`src/sv/srg_pkg.sv`:
```
`timescale 1ns / 1ps
`default_nettype none

package srg_pkg;

    // Field widths
    localparam int VALUE_W = 30;
    localparam int SEED_W  = 31;
    localparam int IDX_W   = 6;

    // Table geometry
    localparam logic [IDX_W-1:0] TABLE_LEN   = 6'd55;
    localparam logic [IDX_W-1:0] TABLE_LAST  = 6'd54;
    localparam logic [IDX_W-1:0] FILL_STEP   = 6'd21;
    localparam logic [IDX_W-1:0] LAG_START   = 6'd31;
    localparam logic [IDX_W-1:0] WARM_OFFSET = 6'd31;

    // Arithmetic constants
    localparam logic [SEED_W-1:0] SEED_BASE = 31'd161803398;
    localparam logic [SEED_W-1:0] MOD_BIG   = 31'd1000000000;

    // Default number of warm-up passes over the table
    localparam int WARMUP_ROUNDS_DEF = 4;

    // Operation codes
    localparam logic OP_DRAW   = 1'b0;
    localparam logic OP_RESEED = 1'b1;

endpackage

`default_nettype wire

```
`src/sv/srg_req_if.sv`:
```
`timescale 1ns / 1ps
`default_nettype none

interface srg_req_if;
    logic                         valid;
    logic                         ready;
    logic                         op;
    logic [srg_pkg::SEED_W-1:0]   seed;

    modport source (output valid, output op, output seed, input ready);
    modport sink   (input valid, input op, input seed, output ready);
endinterface

`default_nettype wire

```
`src/sv/srg_rsp_if.sv`:
```
`timescale 1ns / 1ps
`default_nettype none

interface srg_rsp_if;
    logic                         valid;
    logic                         ready;
    logic [srg_pkg::VALUE_W-1:0]  value;

    modport source (output valid, output value, input ready);
    modport sink   (input valid, input value, output ready);
endinterface

`default_nettype wire

```
`src/sv/srg_ram.sv`:
```
`timescale 1ns / 1ps
`default_nettype none

// Generic RAM: one write port, two registered read ports
module srg_ram #(
    parameter int WIDTH = 30,
    parameter int DEPTH = 55,
    parameter int AW    = (DEPTH > 1) ? $clog2(DEPTH) : 1
) (
    input  wire logic             clk,
    input  wire logic             we,
    input  wire logic [AW-1:0]    waddr,
    input  wire logic [WIDTH-1:0] wdata,
    input  wire logic [AW-1:0]    raddr0,
    input  wire logic [AW-1:0]    raddr1,
    output logic      [WIDTH-1:0] rdata0,
    output logic      [WIDTH-1:0] rdata1
);

    logic [WIDTH-1:0] mem [DEPTH];

    always_ff @(posedge clk)
    begin
        if (we)
        begin
            mem[waddr] <= wdata;
        end
        rdata0 <= mem[raddr0];
        rdata1 <= mem[raddr1];
    end

endmodule

`default_nettype wire

```
`src/sv/subtractive_random_generator_core.sv`:
```
`timescale 1ns / 1ps
`default_nettype none

// Draw: accepted in ST_IDLE, result registered by ST_DRAW_WR, which stalls while
//   an earlier result is unaccepted; one draw at a time on the single table RAM.
// Reseed (or first transaction after reset): a seed write, 54 fill writes, then
//   WARMUP_ROUNDS passes of 55 warm-up updates (read state, write state).
// Reset clears state, read index and seeded flag and sets the lag index to 31; the
//   table is undefined until the first transaction fills it, which always happens.
module subtractive_random_generator_core #(
    parameter int WARMUP_ROUNDS = srg_pkg::WARMUP_ROUNDS_DEF
) (
    input  wire logic  clk,
    input  wire logic  rst_n,
    srg_req_if.sink    req,
    srg_rsp_if.source  rsp
);

    localparam int RW = (WARMUP_ROUNDS > 1) ? $clog2(WARMUP_ROUNDS) : 1;
    localparam logic [RW-1:0] LAST_ROUND = RW'(WARMUP_ROUNDS - 1);
    localparam int VW = srg_pkg::VALUE_W;
    localparam int SW = srg_pkg::SEED_W;
    localparam int IW = srg_pkg::IDX_W;

    typedef enum logic [2:0] {
        ST_IDLE,
        ST_SEED,
        ST_FILL,
        ST_WARM_RD,
        ST_WARM_WR,
        ST_DRAW_RD,
        ST_DRAW_WR
    } state_t;

    state_t          state_reg, state_next;
    logic            seeded_reg, seeded_next;
    logic [IW-1:0]   read_idx_reg, read_idx_next;
    logic [IW-1:0]   lag_idx_reg, lag_idx_next;
    logic [SW-1:0]   seed_reg, seed_next;
    logic [VW-1:0]   mj_reg, mj_next;
    logic [VW-1:0]   mk_reg, mk_next;
    logic [IW-1:0]   pos_reg, pos_next;
    logic [IW-1:0]   cnt_reg, cnt_next;
    logic [IW-1:0]   wi_reg, wi_next;
    logic [IW-1:0]   wj_reg, wj_next;
    logic [RW-1:0]   round_reg, round_next;
    logic            out_valid_reg, out_valid_next;
    logic [VW-1:0]   out_value_reg, out_value_next;

    // RAM ports
    logic            ram_we;
    logic [IW-1:0]   ram_waddr;
    logic [VW-1:0]   ram_wdata;
    logic [IW-1:0]   ram_raddr0;
    logic [IW-1:0]   ram_raddr1;
    logic [VW-1:0]   ram_rdata0;
    logic [VW-1:0]   ram_rdata1;

    // Shared wrap-around subtractor
    logic [VW-1:0]   sub_a;
    logic [VW-1:0]   sub_b;
    logic [VW-1:0]   sub_res;

    logic [SW-1:0]   seed_absdiff;
    logic [VW-1:0]   seed_mod;
    logic [IW:0]     pos_sum;
    logic [IW-1:0]   read_addr;
    logic [IW-1:0]   lag_addr;
    logic            req_fire;
    logic            rsp_fire;

    srg_ram #(
        .WIDTH (VW),
        .DEPTH (int'(srg_pkg::TABLE_LEN)),
        .AW    (IW)
    ) u_table (
        .clk    (clk),
        .we     (ram_we),
        .waddr  (ram_waddr),
        .wdata  (ram_wdata),
        .raddr0 (ram_raddr0),
        .raddr1 (ram_raddr1),
        .rdata0 (ram_rdata0),
        .rdata1 (ram_rdata1)
    );

    assign req.ready = (state_reg == ST_IDLE);
    assign req_fire  = req.valid && req.ready;
    assign rsp.valid = out_valid_reg;
    assign rsp.value = out_value_reg;
    assign rsp_fire  = out_valid_reg && rsp.ready;

    // |seed - base| at accept time
    assign seed_absdiff = (req.seed >= srg_pkg::SEED_BASE) ?
                          (req.seed - srg_pkg::SEED_BASE) :
                          (srg_pkg::SEED_BASE - req.seed);

    // Difference stays below twice the modulus: one compare and subtract
    assign seed_mod = (seed_reg >= srg_pkg::MOD_BIG) ?
                      VW'(seed_reg - srg_pkg::MOD_BIG) : seed_reg[VW-1:0];

    // Address of the advanced index (55 wraps to entry 1, address 0)
    assign read_addr = (read_idx_reg == srg_pkg::TABLE_LEN) ? '0 : read_idx_reg;
    assign lag_addr  = (lag_idx_reg == srg_pkg::TABLE_LEN) ? '0 : lag_idx_reg;

    // Fill position steps by 21 modulo 55
    assign pos_sum = {1'b0, pos_reg} + {1'b0, srg_pkg::FILL_STEP};

    // Operand select for the shared subtractor
    always_comb
    begin
        if (state_reg == ST_FILL)
        begin
            sub_a = mj_reg;
            sub_b = mk_reg;
        end
        else
        begin
            sub_a = ram_rdata0;
            sub_b = ram_rdata1;
        end
    end

    assign sub_res = (sub_a >= sub_b) ? (sub_a - sub_b) :
                     VW'({1'b0, sub_a} + srg_pkg::MOD_BIG - {1'b0, sub_b});

    // Read addresses: warm-up pair or the next draw pair
    always_comb
    begin
        if (state_reg == ST_WARM_RD || state_reg == ST_WARM_WR)
        begin
            ram_raddr0 = wi_reg;
            ram_raddr1 = wj_reg;
        end
        else
        begin
            ram_raddr0 = read_addr;
            ram_raddr1 = lag_addr;
        end
    end

    // Sequencer
    always_comb
    begin
        state_next     = state_reg;
        seeded_next    = seeded_reg;
        read_idx_next  = read_idx_reg;
        lag_idx_next   = lag_idx_reg;
        seed_next      = seed_reg;
        mj_next        = mj_reg;
        mk_next        = mk_reg;
        pos_next       = pos_reg;
        cnt_next       = cnt_reg;
        wi_next        = wi_reg;
        wj_next        = wj_reg;
        round_next     = round_reg;
        out_valid_next = out_valid_reg && !rsp_fire;
        out_value_next = out_value_reg;
        ram_we         = 1'b0;
        ram_waddr      = '0;
        ram_wdata      = sub_res;

        unique case (state_reg)
            ST_IDLE:
            begin
                if (req_fire)
                begin
                    seed_next = seed_absdiff;
                    if (req.op == srg_pkg::OP_RESEED || !seeded_reg)
                    begin
                        state_next = ST_SEED;
                    end
                    else
                    begin
                        state_next = ST_DRAW_WR;
                    end
                end
            end

            // Last entry takes the reduced seed difference
            ST_SEED:
            begin
                ram_we        = 1'b1;
                ram_waddr     = srg_pkg::TABLE_LAST;
                ram_wdata     = seed_mod;
                mj_next       = seed_mod;
                mk_next       = VW'(1);
                pos_next      = srg_pkg::FILL_STEP;
                cnt_next      = IW'(1);
                read_idx_next = '0;
                lag_idx_next  = srg_pkg::LAG_START;
                state_next    = ST_FILL;
            end

            // Spread the seed chain over the table in 21-step order
            ST_FILL:
            begin
                ram_we    = 1'b1;
                ram_waddr = pos_reg - IW'(1);
                ram_wdata = mk_reg;
                mk_next   = sub_res;
                mj_next   = mk_reg;
                pos_next  = (pos_sum >= {1'b0, srg_pkg::TABLE_LEN}) ?
                            IW'(pos_sum - {1'b0, srg_pkg::TABLE_LEN}) : pos_sum[IW-1:0];
                if (cnt_reg == srg_pkg::TABLE_LAST)
                begin
                    wi_next    = '0;
                    wj_next    = srg_pkg::WARM_OFFSET;
                    round_next = '0;
                    state_next = ST_WARM_RD;
                end
                else
                begin
                    cnt_next = cnt_reg + IW'(1);
                end
            end

            ST_WARM_RD:
            begin
                state_next = ST_WARM_WR;
            end

            // entry[i] -= entry[(i+31) mod 55]
            ST_WARM_WR:
            begin
                ram_we    = 1'b1;
                ram_waddr = wi_reg;
                wj_next   = (wj_reg == srg_pkg::TABLE_LAST) ? '0 : wj_reg + IW'(1);
                if (wi_reg == srg_pkg::TABLE_LAST)
                begin
                    wi_next = '0;
                    if (round_reg == LAST_ROUND)
                    begin
                        seeded_next = 1'b1;
                        state_next  = ST_DRAW_RD;
                    end
                    else
                    begin
                        round_next = round_reg + RW'(1);
                        state_next = ST_WARM_RD;
                    end
                end
                else
                begin
                    wi_next    = wi_reg + IW'(1);
                    state_next = ST_WARM_RD;
                end
            end

            ST_DRAW_RD:
            begin
                state_next = ST_DRAW_WR;
            end

            // Lagged subtraction, write back, present result
            ST_DRAW_WR:
            begin
                if (!out_valid_reg || rsp.ready)
                begin
                    ram_we         = 1'b1;
                    ram_waddr      = read_addr;
                    out_valid_next = 1'b1;
                    out_value_next = sub_res;
                    read_idx_next  = read_addr + IW'(1);
                    lag_idx_next   = lag_addr + IW'(1);
                    state_next     = ST_IDLE;
                end
            end

            default:
            begin
                state_next = ST_IDLE;
            end
        endcase
    end

    always_ff @(posedge clk or negedge rst_n)
    begin
        if (!rst_n)
        begin
            state_reg     <= ST_IDLE;
            seeded_reg    <= 1'b0;
            read_idx_reg  <= '0;
            lag_idx_reg   <= srg_pkg::LAG_START;
            seed_reg      <= '0;
            mj_reg        <= '0;
            mk_reg        <= '0;
            pos_reg       <= '0;
            cnt_reg       <= '0;
            wi_reg        <= '0;
            wj_reg        <= '0;
            round_reg     <= '0;
            out_valid_reg <= 1'b0;
            out_value_reg <= '0;
        end
        else
        begin
            state_reg     <= state_next;
            seeded_reg    <= seeded_next;
            read_idx_reg  <= read_idx_next;
            lag_idx_reg   <= lag_idx_next;
            seed_reg      <= seed_next;
            mj_reg        <= mj_next;
            mk_reg        <= mk_next;
            pos_reg       <= pos_next;
            cnt_reg       <= cnt_next;
            wi_reg        <= wi_next;
            wj_reg        <= wj_next;
            round_reg     <= round_next;
            out_valid_reg <= out_valid_next;
            out_value_reg <= out_value_next;
        end
    end

endmodule

`default_nettype wire
```
`src/flat_wrapper.sv`:
```
// flat-port wrapper written by rule: the top's interface ports become plain ports
module subtractive_random_generator_core_flat 
#(
    parameter int WARMUP_ROUNDS = srg_pkg::WARMUP_ROUNDS_DEF
)
  (clk, rst_n, req_valid, req_op, req_seed, req_ready, rsp_valid, rsp_value, rsp_ready);
  srg_req_if req_i ();
  srg_rsp_if rsp_i ();
  input  wire logic clk;
  input  wire logic rst_n;
  input wire logic [$bits(req_i.valid)-1:0] req_valid;
  input wire logic [$bits(req_i.op)-1:0] req_op;
  input wire logic [$bits(req_i.seed)-1:0] req_seed;
  output wire logic [$bits(req_i.ready)-1:0] req_ready;
  output wire logic [$bits(rsp_i.valid)-1:0] rsp_valid;
  output wire logic [$bits(rsp_i.value)-1:0] rsp_value;
  input wire logic [$bits(rsp_i.ready)-1:0] rsp_ready;
  assign req_i.valid = req_valid;
  assign req_i.op = req_op;
  assign req_i.seed = req_seed;
  assign req_ready = req_i.ready;
  assign rsp_valid = rsp_i.valid;
  assign rsp_value = rsp_i.value;
  assign rsp_i.ready = rsp_ready;
  subtractive_random_generator_core #(.WARMUP_ROUNDS(WARMUP_ROUNDS)) u_core (.clk(clk), .rst_n(rst_n), .req(req_i), .rsp(rsp_i));
endmodule
```
`config.mk`:
```
export PLATFORM = sky130hd
export DESIGN_NAME = subtractive_random_generator_core_flat
export DESIGN_NICKNAME = d
export VERILOG_FILES = /design/src/sv/srg_pkg.sv /design/src/sv/srg_req_if.sv /design/src/sv/srg_rsp_if.sv /design/src/sv/srg_ram.sv /design/src/sv/subtractive_random_generator_core.sv /design/src/flat_wrapper.sv
export SDC_FILE = /design/constraint.sdc
export NUM_CORES = 2
export LEC_CHECK = 0
export BUFFER_PORTS_ARGS = -buffer_cell sky130_fd_sc_hd__buf_2
export CORE_MARGIN = 1.5
export CORE_UTILIZATION = 34
export CTS_CLUSTER_SIZE = 16
export DETAILED_ROUTE_END_ITERATION = 6
export HOLD_SLACK_MARGIN = 0.05
export PLACE_DENSITY_LB_ADDON = 0.2
export SLEW_MARGIN = 20
export SYNTH_ARGS = -nofsm -noshare
export SYNTH_HDL_FRONTEND = slang
export SYNTH_SLANG_ARGS = --single-unit
```
`constraint.sdc`:
```
create_clock -name clk -period 8.3 [get_ports clk]
set_input_delay 0.83 -clock clk [delete_from_list [all_inputs] [get_ports clk]]
set_output_delay 0.83 -clock clk [all_outputs]
set_load 0.02 [all_outputs]
```
-- Yosys cells after proc, flatten, opt, wreduce, memory -nomap -nowiden
Memories as Yosys holds them, arrays and structs flattened. A register that Yosys moved wholly into a read port is not among the register bits.
Index checks and enable logic that the tools add are counted.
- register bits: 164
- bits in writable memories: 1650
- input bits: 36
- output and inout bits: 32
- logic and storage cells: 119
- memories kept: 1
- memories (name ; words ; bits a word ; read ports ; clocked after memory_dff ; write ports ; RTL line ; RTL):
    u_core.u_table.mem ; 55 ; 30 ; 2 ; 2 ; 1 ; srg_ram.sv:20 ; logic [WIDTH-1:0] mem [DEPTH];
- add/subtract/negate cells: 15
- $lt $le $gt $ge: 4
- equality and inequality tests: 18
- muxes and demuxes: 45
- reduce and logical (&&, ||, !) cells: 22
- operators by type and width (kind ; number):
    30-bit case mux with 2 select lines ; 3
    30-bit 2-to-1 mux ; 4
    6-bit 2-to-1 mux ; 13
    6-bit case mux with 2 select lines ; 6
    30-bit subtractor ; 2
    31-bit by 28-bit greater-or-equal comparator with 1-bit output, second input constant ; 1
    31-bit by 30-bit greater-or-equal comparator with 1-bit output, second input constant ; 1
    31-bit 2-to-1 mux ; 1
    28-bit by 31-bit subtractor with 31-bit output, first input constant ; 1
    31-bit by 28-bit subtractor with 31-bit output, second input constant ; 1
    30-bit adder, second input constant ; 1
    6-bit by 1-bit adder with 6-bit output, second input constant ; 5
    6-bit == test, second input constant ; 5
    30-bit greater-or-equal comparator ; 1
    30-bit subtractor, second input constant ; 1
    6-bit case mux with 4 select lines ; 1
    3-bit case mux with 7 select lines ; 1
    3-bit 2-to-1 mux ; 6
    2-bit inequality test, second input constant ; 5
    2-bit AND reduction ; 5
    3-bit == test, second input constant ; 3
    6-bit by 5-bit adder with 7-bit output, second input constant ; 1
    7-bit by 6-bit greater-or-equal comparator with 1-bit output, second input constant ; 1
    3-bit by 2-bit == test with 1-bit output, second input constant ; 2
    18 further kinds ; 33

-- Depth between registers and ports, before layout
- depth in word-level cells: 6
- depth in mapped cells: 24
- mapped depth without buffers: 17

-- Modules after synthesis
From an unflattened synthesis, not the netlist that was laid out.
- cell total of the unflattened synthesis: 5762
- area, all modules: 92263.5 µm²
- modules (own cells, without submodules) (module ; instances ; cells each ; area an instance (µm²) ; sequential area each (µm²)):
    srg_ram ; 1 ; 3900 ; 77778.3 ; 50748.7
    subtractive_random_generator_core ; 1 ; 1862 ; 14485.1 ; 4110.2

-- Least setup slack after synthesis
OpenSTA, ideal clock, no wires.
- path type: reg2reg
- from: register u_core.state_reg[2]
- to: memory u_core.u_table.mem[0][24] (data pin)
- setup time: 0.632 ns
- arrival: 6.744 ns
- required time: 7.668 ns
- slack: 0.924 ns
- cell stages (with the launch flop): 22
- path buffers: 6
- period minus slack after synthesis: 7.376 ns
- path through: dfrtp_1 buf_6 or3b_1 buf_6 clkbuf_1 clkbuf_1 clkbuf_1 buf_1 nand2_1 nand2_1 ha_1 fa_1 a21oi_1 a21boi_0 o21a_1 nor2_1 or4b_2 o21ai_1 a41oi_1 xnor2_1 mux2i_1 o21ai_0
- word-level cells in the longest chain between the ends: 6
- elaborated cells on any way between the ends: 10
- those cells by class: add/sub (3); order compare (1); eq/ne (2); mux (4)
- RTL lines (item ; RTL line ; RTL):
    start: declaration ; subtractive_random_generator_core.sv:35 ; state_t state_reg, state_next;
    start signal: assignment ; subtractive_random_generator_core.sv:298 ; state_reg <= state_next;
    3-bit by 2-bit == test with 1-bit output ; subtractive_random_generator_core.sv:112, subtractive_random_generator_core.sv:163 ;
    30-bit 2-to-1 mux ; subtractive_random_generator_core.sv:112 ; if (state_reg == ST_FILL)
    30-bit adder ; subtractive_random_generator_core.sv:125 ; VW'({1'b0, sub_a} + srg_pkg::MOD_BIG - {1'b0, sub_b});
    30-bit subtractor ; subtractive_random_generator_core.sv:125 ;
    30-bit 2-to-1 mux ; subtractive_random_generator_core.sv:124 ; assign sub_res = (sub_a >= sub_b) ? (sub_a - sub_b) :
    30-bit case mux with 2 select lines (*) ; subtractive_random_generator_core.sv:163 ; unique case (state_reg)
    named net u_core.ram_wdata[24] ; subtractive_random_generator_core.sv:53 ; logic [VW-1:0] ram_wdata;
    end: declaration ; srg_ram.sv:20 ;
The timed path passes the listed nets; every way through them passes the cells marked *.

-- Final worst setup path
- from: register u_core.state_reg[2]
- to: memory u_core.u_table.mem[44][9] (data pin)
Same word-level chain as after synthesis.

==> results.md <==
- The run finished, with violations left.
- The final reports fail on design-rule violations.
- The count of flip-flops with a built-in enable after synthesis is 1650.
- During placement, the flow inserted port buffers numbering 67.
- By count the netlist is led by sky130_fd_sc_hd__nand2_1 (3626), sky130_fd_sc_hd__edfxtp_1 (1650), sky130_fd_sc_hd__nand3_1 (1510).
- After synthesis the netlist holds a flip-flop and latch count of roughly 1900.
- The number of remaining DRC errors is 2.
- The final weighted congestion in routability-driven placement is 0.8750.
- Setup violations remaining at the end of the flow were counted as 0.
- The number of optimization iterations in the first detailed-route pass is 7.
- The final critical-path setup slack is roughly 2.1 ns.
- just under 70 I/O pins were placed.
- Clock skew on the completed layout was measured at slightly below 0.06 ns.
- The filler cells instantiated in the layout total about 27000.
- The synthesized area per cell is between 9 and 10 µm².
- The number of nets at the end of the flow is between 10000 and 15000.
- Setup repair after global routing left no endpoint under its margin.
- The final critical-path required period is ~6.2 ns.
- The total nets after synthesis is slightly above 10000.
- The multi-input logic area is roughly 39000 µm².
- The flip-flop count of the largest register, all copies and words added is approximately 1700.
- At the placement stage, the worst setup path has a slack of roughly 2.1 ns.
- The final wirelength is 395.6 mm.
- The final count of hold timing violations is 0.
- Of the available clock period, the critical path in the final layout requires 0.7526.
- The slew at the pin closest to its max-slew limit is approximately 1.3 ns.
- By area the synthesized netlist is led by sky130_fd_sc_hd__edfxtp_1 (52%), sky130_fd_sc_hd__nand2_1 (14%), sky130_fd_sc_hd__nand3_1 (7.9%), sky130_fd_sc_hd__dfrtp_1 (4.1%), sky130_fd_sc_hd__a311oi_1 (4.1%).
- The combined global-route utilization of all metal layers is 0.2679.
- The largest fanout on the critical path is 44.
- After technology mapping, the gate count stands at between 10000 and 15000.
- Based on the critical path, the design can be clocked at up to about 160 MHz.
- Summed over all failing endpoints, the final setup total negative slack is 0 ns.
- The required time of the worst setup path is 8.99 ns.
- The H-tree generated during clock tree synthesis spans 4 levels.
- The critical setup path kind is reg -> reg.
- The sequential cells in the finished layout cover a total of ~55000 µm².
- The leading cell type by number of instances after synthesis is sky130_fd_sc_hd__nand2_1.
- The core region is roughly 280000 µm².
- Data arrives at the worst endpoint at slightly below 7 ns.
- Summing over every cut layer, the via total after detailed routing is ~83000.
- The number of rows created at floorplan is a little under 200.
- The primary flip-flop cell chosen by synthesis mapping is sky130_fd_sc_hd__edfxtp_1.
- The count of warnings emitted by yosys is 0.
- The max-slew violation count was 0.
- The clock-pin slew reported for the worst setup and hold paths after clock tree synthesis is about 0.060 ns.
- The number of max-cap violations is 0.
- The initial antenna violation count was 12.
- The layout overhead on the synthesized area is 12.69%.
- The maximum number of pins on one net before global-route repair is between 100 and 150.
- The floorplan step set the die width to 534.5 µm.
- The non-filler instance count after layout is around 14000.
- The final HPWL from detailed placement is between 200 and 250 mm.
- The floorplan die area is ~290000 µm².
- The fraction of synthesis flops using an asynchronous set or reset pin is 0.08751.
- The worst setup path is captured at a flip-flop.
- The clock passes through at most 4 buffers.
- After synthesis the cells add up to slightly below 100000 µm².
- The distinct cell type count after synthesis is 89.
- In this run the vertical extent of the chip is 534.5 µm.
- The detail route stage leaves a number of antenna-violating nets equal to 0.
- For this run the aggregate overflow at the end of global routing stands at 0.
- The first global-routing pass estimated 562.5 mm of wire.
- The root buffer selected by CTS is sky130_fd_sc_hd__clkbuf_16.
- The number of placed cells counting well taps is about 13000.
- The nature of the critical path startpoint is a flip-flop.
- The clock latency reported for the late side of the worst-skew pair is ~0.91 ns.
- For this design, the sink count on the clock tree is 1874.
- The ratio of cells with drive above 1 in the final layout is 0.07808.
- The worst-case register-to-register setup slack is slightly above 2 ns.
- The portion of synthesized cell area occupied by the leading cell type is 0.5158.
- In this run the worst hold path is classified as in -> reg.
- The TritonCTS clock tree is built.
- The worst pin sits at a relative slew slack of 0.1235.
- The effective utilization at floorplan is 0.3429.
- Dividing the detail-routed wire length by the instance count gives 28.54 µm.
- Dividing the detail-routed via count by the number of cells gives 5.994.
- The via count of the first global-routing pass was between 70000 and 80000.
- The post-synthesis cell type with the largest combined area is sky130_fd_sc_hd__edfxtp_1.
- Of the synthesized area, sequential elements account for 0.5711.
- Clock tree synthesis inserted a total of 215 buffers.
- The violation count after the first detailed-routing iteration is ~13000.
- The post-CTS setup buffer count is 0.
[metal layers]
layer	wire length, µm	part of all wire	global-route usage
met4	19080	0.048	0.1199
met1	159600	0.40	0.3662
met2	175100	0.44	0.4133
met5	34	0.000086	0
met3	41760	0.11	0.04889
[worst max-delay path: stages (launching register included)]
cell                       delay, ns
sky130_fd_sc_hd__dfrtp_1        0.69
sky130_fd_sc_hd__or3b_4         0.56
sky130_fd_sc_hd__buf_4          0.52
sky130_fd_sc_hd__a21boi_0       0.19
sky130_fd_sc_hd__ha_1           0.30
sky130_fd_sc_hd__fa_1           0.45
sky130_fd_sc_hd__a21o_1         0.17
sky130_fd_sc_hd__a21oi_1        0.31
sky130_fd_sc_hd__o21ai_1        0.13
sky130_fd_sc_hd__a221o_1        0.33
sky130_fd_sc_hd__a21oi_1        0.25
sky130_fd_sc_hd__o31ai_4        0.11
sky130_fd_sc_hd__buf_4          0.25
sky130_fd_sc_hd__nor3_1         0.24
sky130_fd_sc_hd__a31oi_1        0.12
sky130_fd_sc_hd__o21ai_4        0.84
sky130_fd_sc_hd__buf_4          0.44
[stage by stage]
stage | cell area, µm² | hold WS, ns | util
after global routing | 108200 | 0.2669 | 0.3864
after floorplan | 96060 | 0.4457 | -
after global placement | 101200 | 0.4620 | 0.3612
final | 108200 | 0.2576 | 0.3864
after CTS | 108100 | 0.1092 | 0.3860
after detailed placement | 101200 | 0.4630 | 0.3614
[cells by family after synthesis]
family / Yosys count / synth area share
fa+ha+maj: 102 / 0.01443
compound gates: 1385 / 0.1025
xor+xnor: 117 / 0.01067
flops: 1874 / 0.5711
mux: 61 / 0.006943
simple gates: 5783 / 0.2563
buf+inv: 898 / 0.03810
[path summary, 6_finish.rpt]
kind	start	end	cells past startpoint
max	u_core.state_reg[2]	u_core.u_table.mem[44][9]	16
min	req_seed[0]	u_core.seed_reg[0]	3
max reg2reg	u_core.state_reg[2]	u_core.u_table.mem[44][9]	16
min reg2reg	u_core.rsp.value[14]	u_core.rsp.value[14]	2
max in group asynchronous	rst_n	u_core.seed_reg[2]	4
min in group asynchronous	rst_n	u_core.rsp.value[15]	2
[timing repair]
action                                 in CTS  in global routing
hold buffers                                0                  1
endpoints found under the hold margin       0                 27
resized for setup                           0                  0
[layout make-up]
| type | count | share of cell area |
|---|---|---|
| flip-flops and latches | 1874 | 0.5068 |
| multi-input cells | 7448 | 0.3559 |
| well taps | 3724 | 0.04305 |
| repair buffers | 314 | 0.02683 |
| inverters | 106 | 0.003676 |
| clock inverters | 114 | 0.009987 |
| diodes | 6 | 0.0001387 |
| clock buffers | 275 | 0.05358 |
[placed cells by master, fill, tap and decap left out, drive strengths merged, types with 15 or more instances in the layout]
master and instances:
a211oi 36, a21o 37, a21oi 157, a221o 16, a221oi 16, a22oi 17
a311oi 450, a31oi 207, and2 22, and3 233, buf 313, bufinv 18
clkbuf 275, clkinv 82, dfrtp 159, dfxtp 60, edfxtp 1650, fa 16
ha 82, inv 114, mux2 16, mux2i 45, nand2 3627, nand2b 19
nand3 1510, nand4 16, nor2 246, nor2b 18, nor3 35, o211ai 29
o21ai 268, o21bai 15, o22ai 34, xnor2 73, xor2 44
Power is left out: the tool's default activity adds up to more than one toggle a clock period on the data nets, which glitch-free logic cannot reach.
